[config.mk]
export PLATFORM = sky130hd
export DESIGN_NAME = http_request_byte_parser_core
export DESIGN_NICKNAME = d
export VERILOG_FILES = /design/src/hdl/hrbp_pkg.sv /design/src/hdl/http_request_byte_parser_core.sv
export SDC_FILE = /design/constraint.sdc
export NUM_CORES = 1
export LEC_CHECK = 0
export BUFFER_PORTS_ARGS = -buffer_cell sky130_fd_sc_hd__buf_2
export CORE_MARGIN = 4
export CORE_UTILIZATION = 60
export CTS_CLUSTER_DIAMETER = 80
export DETAILED_ROUTE_END_ITERATION = 6
export HOLD_SLACK_MARGIN = 0.06
export PLACE_DENSITY = 0.77
export SYNTH_ARGS = -nofsm -noshare
export SYNTH_HDL_FRONTEND = slang
export SYNTH_SLANG_ARGS = --single-unit
export TNS_END_PERCENT = 100
[constraint.sdc]
create_clock -name clock -period 17.1 [get_ports clock]
set_input_delay 5.13 -clock clock [delete_from_list [all_inputs] [get_ports clock]]
set_output_delay 5.13 -clock clock [all_outputs]
set_load 0.01 [all_outputs]
[src/hdl/hrbp_pkg.sv]
// Package for the HTTP request byte parser: parse phases, status and role codes,
// character class helpers. No dependencies.
`default_nettype none
package hrbp_pkg;

   localparam int LengthBitsDefault = 32;
   localparam int ClLen = 14;
   localparam logic [4:0] MatchFail = 5'd31;

   typedef enum logic [22:0] {
      PH_METHOD0 = 23'd1 << 0,
      PH_METHOD  = 23'd1 << 1,
      PH_URL0    = 23'd1 << 2,
      PH_URL     = 23'd1 << 3,
      PH_H       = 23'd1 << 4,
      PH_T1      = 23'd1 << 5,
      PH_T2      = 23'd1 << 6,
      PH_P       = 23'd1 << 7,
      PH_SLASH   = 23'd1 << 8,
      PH_MAJ0    = 23'd1 << 9,
      PH_MAJ     = 23'd1 << 10,
      PH_MIN0    = 23'd1 << 11,
      PH_MIN     = 23'd1 << 12,
      PH_LF1     = 23'd1 << 13,
      PH_LINE    = 23'd1 << 14,
      PH_CONT    = 23'd1 << 15,
      PH_NAME    = 23'd1 << 16,
      PH_SP      = 23'd1 << 17,
      PH_VALUE   = 23'd1 << 18,
      PH_LF2     = 23'd1 << 19,
      PH_ENDLF   = 23'd1 << 20,
      PH_BODY    = 23'd1 << 21,
      PH_DONE    = 23'd1 << 22
   } phase_type;

   typedef enum logic [1:0] {
      ST_MORE = 2'd0, ST_GOOD = 2'd1, ST_BAD = 2'd2, ST_IGN = 2'd3
   } status_type;

   typedef enum logic [2:0] {
      R_METHOD = 3'd0, R_PATH = 3'd1, R_QUERY = 3'd2, R_NAME = 3'd3,
      R_VALUE = 3'd4, R_CONTENT = 3'd5, R_FRAME = 3'd6, R_NONE = 3'd7
   } role_type;

   function automatic logic is_ctl(input logic [7:0] c);
      return (c <= 8'd31) || (c == 8'd127);
   endfunction

   function automatic logic is_tspec(input logic [7:0] c);
      logic r;
      case (c)
         "(", ")", "<", ">", "@", ",", ";", ":", "\\", "\"", "/", "[", "]",
         "?", "=", "{", "}", " ", 8'h09: r = 1'b1;
         default: r = 1'b0;
      endcase
      return r;
   endfunction

   function automatic logic is_token(input logic [7:0] c);
      return !c[7] && !is_ctl(c) && !is_tspec(c);
   endfunction

   function automatic logic is_digit(input logic [7:0] c);
      return (c >= "0") && (c <= "9");
   endfunction

   function automatic logic is_text(input logic [7:0] c);
      return (c >= 8'd32) && (c <= 8'd126);
   endfunction

   function automatic logic [7:0] to_lower(input logic [7:0] c);
      return ((c >= "A") && (c <= "Z")) ? c + 8'd32 : c;
   endfunction

   // Lower-case "content-length", one character per position
   function automatic logic [7:0] cl_char(input logic [3:0] pos);
      logic [7:0] r;
      case (pos)
         4'd0: r = "c";  4'd1: r = "o";  4'd2: r = "n";  4'd3: r = "t";
         4'd4: r = "e";  4'd5: r = "n";  4'd6: r = "t";  4'd7: r = "-";
         4'd8: r = "l";  4'd9: r = "e";  4'd10: r = "n"; 4'd11: r = "g";
         4'd12: r = "t"; 4'd13: r = "h";
         default: r = 8'd0;
      endcase
      return r;
   endfunction

endpackage
`default_nettype wire

[src/hdl/http_request_byte_parser_core.sv]
// HTTP/1.x request byte parser, top level.
// Depends on hrbp_pkg for phase, status and role codes and character classes.
//
//  channel | direction | handshake          | payload
//  req     | in        | req_valid/req_stall | req_restart, req_byte_req
//  rsp     | out       | rsp_valid/rsp_stall | rsp_status, rsp_byte_role,
//          |           |                     | rsp_header_start, rsp_body_length
//
// One request byte per cycle unless stalled; each result shows the next cycle.
// Parse state updates in the accept cycle; the result register holds the result.
// A request is taken while the result register is empty or being drained.
// Reset (synchronous, active high) returns the parser to the start of a method.
// The length check uses a wide add and compare, which sets the clock period.
`default_nettype none
module http_request_byte_parser_core #(
   parameter int LENGTH_BITS = hrbp_pkg::LengthBitsDefault
) (
   input  wire         clock,
   input  wire         reset,
   input  wire         req_valid,
   output logic        req_stall,
   input  wire         req_restart,
   input  wire  [7:0]  req_byte_req,
   output logic        rsp_valid,
   input  wire         rsp_stall,
   output logic [1:0]  rsp_status,
   output logic [2:0]  rsp_byte_role,
   output logic        rsp_header_start,
   output logic [31:0] rsp_body_length
);

   localparam logic [LENGTH_BITS-1:0] LenMax = '1;
   localparam int AccBits = LENGTH_BITS + 4;

   hrbp_pkg::phase_type phase_ff, phase_in;
   logic question_seen_ff, question_seen_in;
   logic any_header_ff, any_header_in;
   logic [4:0] match_pos_ff, match_pos_in;
   logic name_is_length_ff, name_is_length_in;
   logic [1:0] lp_phase_ff, lp_phase_in;
   logic [LENGTH_BITS-1:0] accum_ff, accum_in;
   logic [LENGTH_BITS-1:0] target_ff, target_in;
   logic [LENGTH_BITS-1:0] count_ff, count_in;
   logic neg_ff, neg_in, digit_ff, digit_in, ovf_ff, ovf_in, lbad_ff, lbad_in;

   logic        rsp_valid_ff;
   logic [1:0]  status_ff, status_in;
   logic [2:0]  role_ff, role_in;
   logic        hs_ff, hs_in;
   logic [31:0] blen_ff, blen_in;

   logic accept;
   logic [7:0] c;
   logic [AccBits-1:0] acc_times10;
   logic [LENGTH_BITS-1:0] count_inc;

   assign req_stall = rsp_valid_ff && rsp_stall;
   assign accept    = req_valid && !req_stall;
   assign c         = req_byte_req;
   assign acc_times10 = AccBits'(accum_ff) * AccBits'(10) + AccBits'(c[3:0]);
   assign count_inc = count_ff + LENGTH_BITS'(1);

   // Work out next parse state and result for the incoming byte
   always_comb begin
      hrbp_pkg::phase_type ph;
      logic qs, ah, nil, bad, lclose;
      logic [4:0] mp;
      logic [1:0] lp;
      logic [LENGTH_BITS-1:0] acc, tgt, cnt;
      logic ng, dg, ov, lb;
      logic [1:0] st;
      logic [2:0] role;
      logic hs;

      ph = phase_ff; qs = question_seen_ff; ah = any_header_ff; mp = match_pos_ff;
      nil = name_is_length_ff; lp = lp_phase_ff; acc = accum_ff; tgt = target_ff;
      cnt = count_ff; ng = neg_ff; dg = digit_ff; ov = ovf_ff; lb = lbad_ff;
      if (req_restart) begin
         ph = hrbp_pkg::PH_METHOD0; qs = 1'b0; ah = 1'b0; mp = '0; nil = 1'b0;
         lp = '0; acc = '0; tgt = '0; cnt = '0; ng = 1'b0; dg = 1'b0; ov = 1'b0;
         lb = 1'b0;
      end
      st = hrbp_pkg::ST_MORE; role = hrbp_pkg::R_FRAME; hs = 1'b0; bad = 1'b0;
      lclose = 1'b0;

      unique case (ph)
         hrbp_pkg::PH_METHOD0, hrbp_pkg::PH_METHOD: begin
            if (hrbp_pkg::is_token(c)) begin
               role = hrbp_pkg::R_METHOD; ph = hrbp_pkg::PH_METHOD;
            end else if (ph == hrbp_pkg::PH_METHOD && c == " ") ph = hrbp_pkg::PH_URL0;
            else bad = 1'b1;
         end
         hrbp_pkg::PH_URL0, hrbp_pkg::PH_URL: begin
            if (!hrbp_pkg::is_ctl(c) && c != " ") begin
               if (qs) role = hrbp_pkg::R_QUERY;
               else if (c == "?") qs = 1'b1;
               else role = hrbp_pkg::R_PATH;
               ph = hrbp_pkg::PH_URL;
            end else if (ph == hrbp_pkg::PH_URL && c == " ") ph = hrbp_pkg::PH_H;
            else bad = 1'b1;
         end
         hrbp_pkg::PH_H:  if (c == "H") ph = hrbp_pkg::PH_T1; else bad = 1'b1;
         hrbp_pkg::PH_T1: if (c == "T") ph = hrbp_pkg::PH_T2; else bad = 1'b1;
         hrbp_pkg::PH_T2: if (c == "T") ph = hrbp_pkg::PH_P; else bad = 1'b1;
         hrbp_pkg::PH_P:  if (c == "P") ph = hrbp_pkg::PH_SLASH; else bad = 1'b1;
         hrbp_pkg::PH_SLASH: if (c == "/") ph = hrbp_pkg::PH_MAJ0; else bad = 1'b1;
         hrbp_pkg::PH_MAJ0: if (hrbp_pkg::is_digit(c)) ph = hrbp_pkg::PH_MAJ;
                            else bad = 1'b1;
         hrbp_pkg::PH_MAJ: begin
            if (c == ".") ph = hrbp_pkg::PH_MIN0;
            else if (!hrbp_pkg::is_digit(c)) bad = 1'b1;
         end
         hrbp_pkg::PH_MIN0: if (hrbp_pkg::is_digit(c)) ph = hrbp_pkg::PH_MIN;
                            else bad = 1'b1;
         hrbp_pkg::PH_MIN: begin
            if (c == 8'h0d) ph = hrbp_pkg::PH_LF1;
            else if (!hrbp_pkg::is_digit(c)) bad = 1'b1;
         end
         hrbp_pkg::PH_LF1, hrbp_pkg::PH_LF2: begin
            if (c == 8'h0a) ph = hrbp_pkg::PH_LINE; else bad = 1'b1;
         end
         hrbp_pkg::PH_LINE: begin
            if (c == " " || c == 8'h09) begin
               if (ah) ph = hrbp_pkg::PH_CONT; else bad = 1'b1;
            end else if (hrbp_pkg::is_token(c)) begin
               lclose = 1'b1;
               ah = 1'b1;
               mp = (hrbp_pkg::to_lower(c) == hrbp_pkg::cl_char(4'd0)) ? 5'd1
                                                                       : hrbp_pkg::MatchFail;
               role = hrbp_pkg::R_NAME; hs = 1'b1; ph = hrbp_pkg::PH_NAME;
            end else if (c == 8'h0d) ph = hrbp_pkg::PH_ENDLF;
            else bad = 1'b1;
         end
         hrbp_pkg::PH_CONT, hrbp_pkg::PH_VALUE: begin
            if (ph == hrbp_pkg::PH_CONT && (c == " " || c == 8'h09)) begin
               // drop continuation blanks
            end else if (c == 8'h0d) ph = hrbp_pkg::PH_LF2;
            else if (hrbp_pkg::is_text(c)) begin
               role = hrbp_pkg::R_VALUE;
               ph = hrbp_pkg::PH_VALUE;
               if (nil) begin
                  if (lp == 2'd0 && c == " ") begin
                     // skip leading spaces
                  end else if (lp == 2'd0 && (c == "+" || c == "-")) begin
                     ng = (c == "-"); lp = 2'd1;
                  end else if (lp != 2'd3 && hrbp_pkg::is_digit(c)) begin
                     dg = 1'b1; lp = 2'd2;
                     if (!ov) begin
                        if (acc_times10 > AccBits'(LenMax)) ov = 1'b1;
                        else acc = acc_times10[LENGTH_BITS-1:0];
                     end
                  end else lp = 2'd3;
               end
            end else bad = 1'b1;
         end
         hrbp_pkg::PH_NAME: begin
            if (hrbp_pkg::is_token(c)) begin
               if (mp < 5'(hrbp_pkg::ClLen) &&
                   hrbp_pkg::to_lower(c) == hrbp_pkg::cl_char(mp[3:0]))
                  mp = mp + 5'd1;
               else mp = hrbp_pkg::MatchFail;
               role = hrbp_pkg::R_NAME;
            end else if (c == ":") begin
               nil = (mp == 5'(hrbp_pkg::ClLen));
               lp = '0; acc = '0; ng = 1'b0; dg = 1'b0; ov = 1'b0;
               ph = hrbp_pkg::PH_SP;
            end else bad = 1'b1;
         end
         hrbp_pkg::PH_SP: if (c == " ") ph = hrbp_pkg::PH_VALUE; else bad = 1'b1;
         hrbp_pkg::PH_ENDLF: begin
            if (c != 8'h0a) bad = 1'b1;
            else lclose = 1'b1;
         end
         hrbp_pkg::PH_BODY: begin
            role = hrbp_pkg::R_CONTENT;
            cnt = count_inc;
            if (count_inc >= tgt) begin
               st = hrbp_pkg::ST_GOOD; ph = hrbp_pkg::PH_DONE;
            end
         end
         default: begin
            st = hrbp_pkg::ST_IGN; role = hrbp_pkg::R_NONE; ph = hrbp_pkg::PH_DONE;
         end
      endcase

      // Close an open Content-Length value
      if (lclose && nil) begin
         if (!dg || ov || (ng && acc != '0)) lb = 1'b1;
         else tgt = acc;
         nil = 1'b0;
      end
      if (ph == hrbp_pkg::PH_ENDLF && lclose) begin
         if (lb) bad = 1'b1;
         else if (tgt == '0) begin
            st = hrbp_pkg::ST_GOOD; ph = hrbp_pkg::PH_DONE;
         end else begin
            cnt = '0; ph = hrbp_pkg::PH_BODY;
         end
      end

      if (bad) begin
         st = hrbp_pkg::ST_BAD; role = hrbp_pkg::R_NONE; hs = 1'b0;
         ph = hrbp_pkg::PH_DONE;
      end

      phase_in = ph; question_seen_in = qs; any_header_in = ah; match_pos_in = mp;
      name_is_length_in = nil; lp_phase_in = lp; accum_in = acc; target_in = tgt;
      count_in = cnt; neg_in = ng; digit_in = dg; ovf_in = ov; lbad_in = lb;
      status_in = st; role_in = role; hs_in = hs;
      blen_in = (st == hrbp_pkg::ST_GOOD) ? 32'(64'(tgt)) : 32'd0;
   end

   // Advance parse state on each accepted request
   always_ff @(posedge clock) begin
      if (reset) begin
         phase_ff <= hrbp_pkg::PH_METHOD0;
         question_seen_ff <= 1'b0; any_header_ff <= 1'b0; match_pos_ff <= '0;
         name_is_length_ff <= 1'b0; lp_phase_ff <= '0; accum_ff <= '0;
         target_ff <= '0; count_ff <= '0; neg_ff <= 1'b0; digit_ff <= 1'b0;
         ovf_ff <= 1'b0; lbad_ff <= 1'b0;
      end else if (accept) begin
         phase_ff <= phase_in;
         question_seen_ff <= question_seen_in; any_header_ff <= any_header_in;
         match_pos_ff <= match_pos_in; name_is_length_ff <= name_is_length_in;
         lp_phase_ff <= lp_phase_in; accum_ff <= accum_in; target_ff <= target_in;
         count_ff <= count_in; neg_ff <= neg_in; digit_ff <= digit_in;
         ovf_ff <= ovf_in; lbad_ff <= lbad_in;
      end
   end

   // Hold the result until it is taken
   always_ff @(posedge clock) begin
      if (reset) rsp_valid_ff <= 1'b0;
      else if (accept) rsp_valid_ff <= 1'b1;
      else if (!rsp_stall) rsp_valid_ff <= 1'b0;
   end

   always_ff @(posedge clock) begin
      if (accept) begin
         status_ff <= status_in; role_ff <= role_in; hs_ff <= hs_in; blen_ff <= blen_in;
      end
   end

   assign rsp_valid        = rsp_valid_ff;
   assign rsp_status       = status_ff;
   assign rsp_byte_role    = role_ff;
   assign rsp_header_start = hs_ff;
   assign rsp_body_length  = blen_ff;

   a_one_hot: assert property (@(posedge clock) disable iff (reset) $onehot(phase_ff))
      else $error("parse phase not one-hot");
   a_bad_role: assert property (@(posedge clock) disable iff (reset)
      rsp_valid && (rsp_status == hrbp_pkg::ST_BAD || rsp_status == hrbp_pkg::ST_IGN)
      |-> rsp_byte_role == hrbp_pkg::R_NONE && !rsp_header_start)
      else $error("bad or ignored byte carries a role");
   a_len_zero: assert property (@(posedge clock) disable iff (reset)
      rsp_valid && rsp_status != hrbp_pkg::ST_GOOD |-> rsp_body_length == 32'd0)
      else $error("length shown without good status");
   a_done_sticky: assert property (@(posedge clock) disable iff (reset)
      accept && !req_restart && phase_ff == hrbp_pkg::PH_DONE
      |=> rsp_status == hrbp_pkg::ST_IGN)
      else $error("byte after finish not ignored");
   a_body_bound: assert property (@(posedge clock) disable iff (reset)
      phase_ff == hrbp_pkg::PH_BODY |-> count_ff < target_ff)
      else $error("body count passed its target");

endmodule
`default_nettype wire
==> flow_summary.yaml <==
power_and_ir_drop:
  seqPwrFrac: 0.415
  ir_drop_mv: 0.0561
  powerDensity_nw_per_um2: 64.2
  report.power.total_uw: 1080
  pwr-share-comb: 0.205
  p_sw_frac: 0.339
  p_int_uw: 710
  leakagePower_uw: 0.00623
  p_clk_frac: 0.380
  switchingPower_uw: 365
logic_synthesis:
  synth.cell_area_um2: 15800
  ys_warn_count: 0
  syn-num-nets: 2241
  yosys.area.top_type: "dfxtp_1"
  async_reset_ff_frac: 0
  synth_top_area_share: 0.169
  syn_inst: 2122
  synth.avg_cell_area_um2: 7.47
  synth_edf_count: 38
  ys_seq_area_frac: 0.241
  synthDistinctLibCells: 101
  synthTopCellsByArea: "dfxtp_1, ha_1, edfxtp_1, nand2_1, a21oi_1"
  ys.flop_type: "dfxtp_1"
  ys_ff_latch: 172
place:
  port_buffers: 52
  post-dp-hpwl_mm: 40.0
  dp_slack_ns: 5.40
  dp.cells: 2393
  gp_congestion: 1.02
drt:
  drtIter0Drc: 2611
  vias_per_cell: 7.06
  dr.pass1.iters: 7
  drt.antenna.violating_nets: 0
  drt-total-wl_mm: 55.3
  wl_per_cell_um: 22.8
  drc: 0
  vias: 17100
worst_setup_path:
  cp_max_fo: 31
  start_kind: "input port"
  r2r_start: "accum_ff[1]"
  crit_path_end_kind: "register"
  crit_start: "req_byte_req[1]"
  arrival_ns: 11.71
  required_ns: 17.27
  critical_path_class: "in2reg"
clock_network:
  cts_tree: "done"
  cts.repair.resized: 0
  cts_buffer_depth: 2
  cts_root_buf: "clkbuf_16"
  postCtsSetupBuffers: 0
  cts_hold_repair.buffers: 0
  cts-buffers-inserted: 17
  clkLatencyLatePin_ns: 0.44
  cts.sinks: 172
  h-tree-depth: 4
  path_clk_slew_ns: 0.07
floorplan:
  initial_core_util: 0.608
  die_x_um: 171
  num_io_pins: 53
  die_h_um: 171
  die_area_um2: 29100
  num_rows: 59
  core_area_um2: 26100
sta:
  tightest_slew_ns: 1.25
  period_needed_ns: 11.54
  clock.fmax_ghz: 0.0867
  slew_viol_final: 0
  fin_crit_sh: 0.675
  max-slew-margin-rel: 0.168
  setup-violations-final: 0
  finalHoldViolCount: 0
  fin_setup_tns_ns: 0
  fin_skew_ns: 0.0190
  rsz0062_at_grt: "false"
  fin_ws_ns: 5.56
final_layout:
  regArea_um2: 3820
  final_nets: 2196
  multi_input_area_um2: 11400
  fillers: 2391
  final_util: 0.642
  antenna_cells: 0
  stdcell_count: 2425
  area_growth_pct: 5.64
  drive_gt1_frac: 0.0833
grt:
  overflow: 0
  grt_max_degree: 107
  grt_use_total: 0.371
  grt_pass1_vias: 15500
  grt_pass1_wl_mm: 86.5
  antenna_found_initial: 0
worst_hold_path:
  worstHoldStart: "lbad_ff"
  worstHoldPathType: "reg2reg"
status:
  outcome: "finished clean"
run:
  maxCapViolCount: 0
==> critical path, cell delays in order <==
cell	delay, ns
buf_2	0.32
ha_1	0.25
fa_1	0.21
a21o_1	0.14
nand2b_1	0.11
or3_1	0.38
nor2_1	0.35
nand4_2	0.32
nor4_2	0.46
o31a_1	0.20
buf_4	0.33
nand2_1	0.32
a211oi_1	0.71
nand4_1	0.20
nor4_2	0.30
buf_4	0.27
and4_1	1.07
nor3_1	0.10
a311oi_1	0.51
==> cells in the final DEF (no fill, tap or decap), drive strengths merged, types with 11 or more instances in the layout <==
cell type | Yosys | layout
a311oi | 11 | 11
nor2b | 30 | 30
o21ai | 141 | 141
and2 | 19 | 19
edfxtp | 38 | 38
a31oi | 25 | 25
a22oi | 18 | 18
nand3 | 79 | 79
o31a | 16 | 16
xor2 | 36 | 36
a21oi | 156 | 156
o31ai | 15 | 15
nor4 | 27 | 27
and3 | 72 | 72
nand2b | 20 | 20
or2 | 20 | 20
nor2 | 199 | 199
buf | 36 | 73
o2bb2ai | 12 | 12
dfxtp | 134 | 134
xnor2 | 45 | 45
a211oi | 74 | 74
nand2 | 239 | 239
inv | 25 | 33
o211ai | 16 | 16
and4 | 13 | 13
nor3b | 19 | 19
ha | 104 | 104
a21o | 19 | 19
o22ai | 25 | 25
clkbuf | 101 | 17
a21boi | 14 | 14
nand4 | 64 | 64
or3 | 21 | 21
nor3 | 80 | 80
==> routing by layer <==
metal | share of wire | vias to the layer above | global-route usage | wire length [um]
met5 | 0 | - | 0 | 0
li1 | - | 7963 | - | -
met3 | 0.10 | 197 | 0.0756 | 5780
met1 | 0.42 | 7949 | 0.513 | 22900
met4 | 0.049 | 0 | 0.151 | 2720
met2 | 0.43 | 1021 | 0.566 | 23800
==> stage by stage <==
stage               area, um^2  hold WS (ns)
floorplan                15800         0.445
global placement         16100         0.462
detailed placement       16100         0.466
CTS                      16700         0.476
global route             16700         0.503
finish                   16700         0.475
==> power by group through the flow <==
stage,combinational [uW],clock [uW],sequential (uW)
after floorplan,155,0,450
after detailed placement,212,0,454
after global routing,239,426,448
after global placement,210,0,454
after CTS,214,411,445
final,221,408,446
==> kinds of logic after synthesis <==
| group | Yosys count | synth area share |
|---|---|---|
| DFF | 172 | 0.241 |
| AOI/OAI and AO/OA | 646 | 0.274 |
| muxes | 6 | 0.00395 |
| adders and majority gates | 106 | 0.0846 |
| buffers and inverters | 162 | 0.0421 |
| and+or+nand+nor | 949 | 0.309 |
| xor gates and xnor gates | 81 | 0.0452 |
==> worst paths after layout <==
kind,cells past startpoint,slack (ns),to
setup / recovery,19,5.56,rsp_body_length[0]
hold / removal,2,0.47,lbad_ff
setup reg to reg,20,8.94,rsp_body_length[0]
hold reg to reg,2,0.47,lbad_ff
==> state kept, by name (all words and copies together) (netlist names) <==
name / count
accum_ff: 32
count_ff: 32
rsp_body_length: 32
target_ff: 32
phase_ff: 23
match_pos_ff: 5
rsp_byte_role: 3
lp_phase_ff: 2
rsp_status: 2
any_header_ff: 1
digit_ff: 1
lbad_ff: 1
name_is_length_ff: 1
neg_ff: 1
ovf_ff: 1
question_seen_ff: 1
rsp_header_start: 1
rsp_valid: 1
==> synth_stat cells, types with 8 or more instances <==
cell type,number
nand3_1,79
nor2b_1,30
o21a_1,9
a311oi_1,11
buf_1,10
a21boi_0,14
a22oi_1,17
or2_2,17
buf_2,20
nor3b_1,18
a21oi_1,153
a32oi_1,9
a31oi_1,25
clkbuf_1,101
ha_1,104
nand2_1,239
nand4_1,61
edfxtp_1,38
and4_1,12
and3_1,72
nor4_1,24
a211oi_1,72
dfxtp_1,134
nand2b_1,20
inv_1,25
nor3_1,75
o31ai_1,12
nand3b_1,10
xnor2_1,44
and2_1,17
o22ai_1,24
o21ai_0,133
or4_1,9
o211ai_1,15
xor2_1,36
nor2_1,199
a21o_1,19
o31a_1,16
or3_1,20
o21ai_1,8
o2bb2ai_1,12
==> final cells by class <==
class / instances / share of cell area
well taps: 335 / 0.0250
multi-input cells: 1788 / 0.680
clock inverters: 15 / 0.0106
clock buffers: 17 / 0.0254
flip-flops and latches: 172 / 0.228
inverters: 25 / 0.00590
repair buffers: 73 / 0.0251
(Power assumes the default switching activity.)
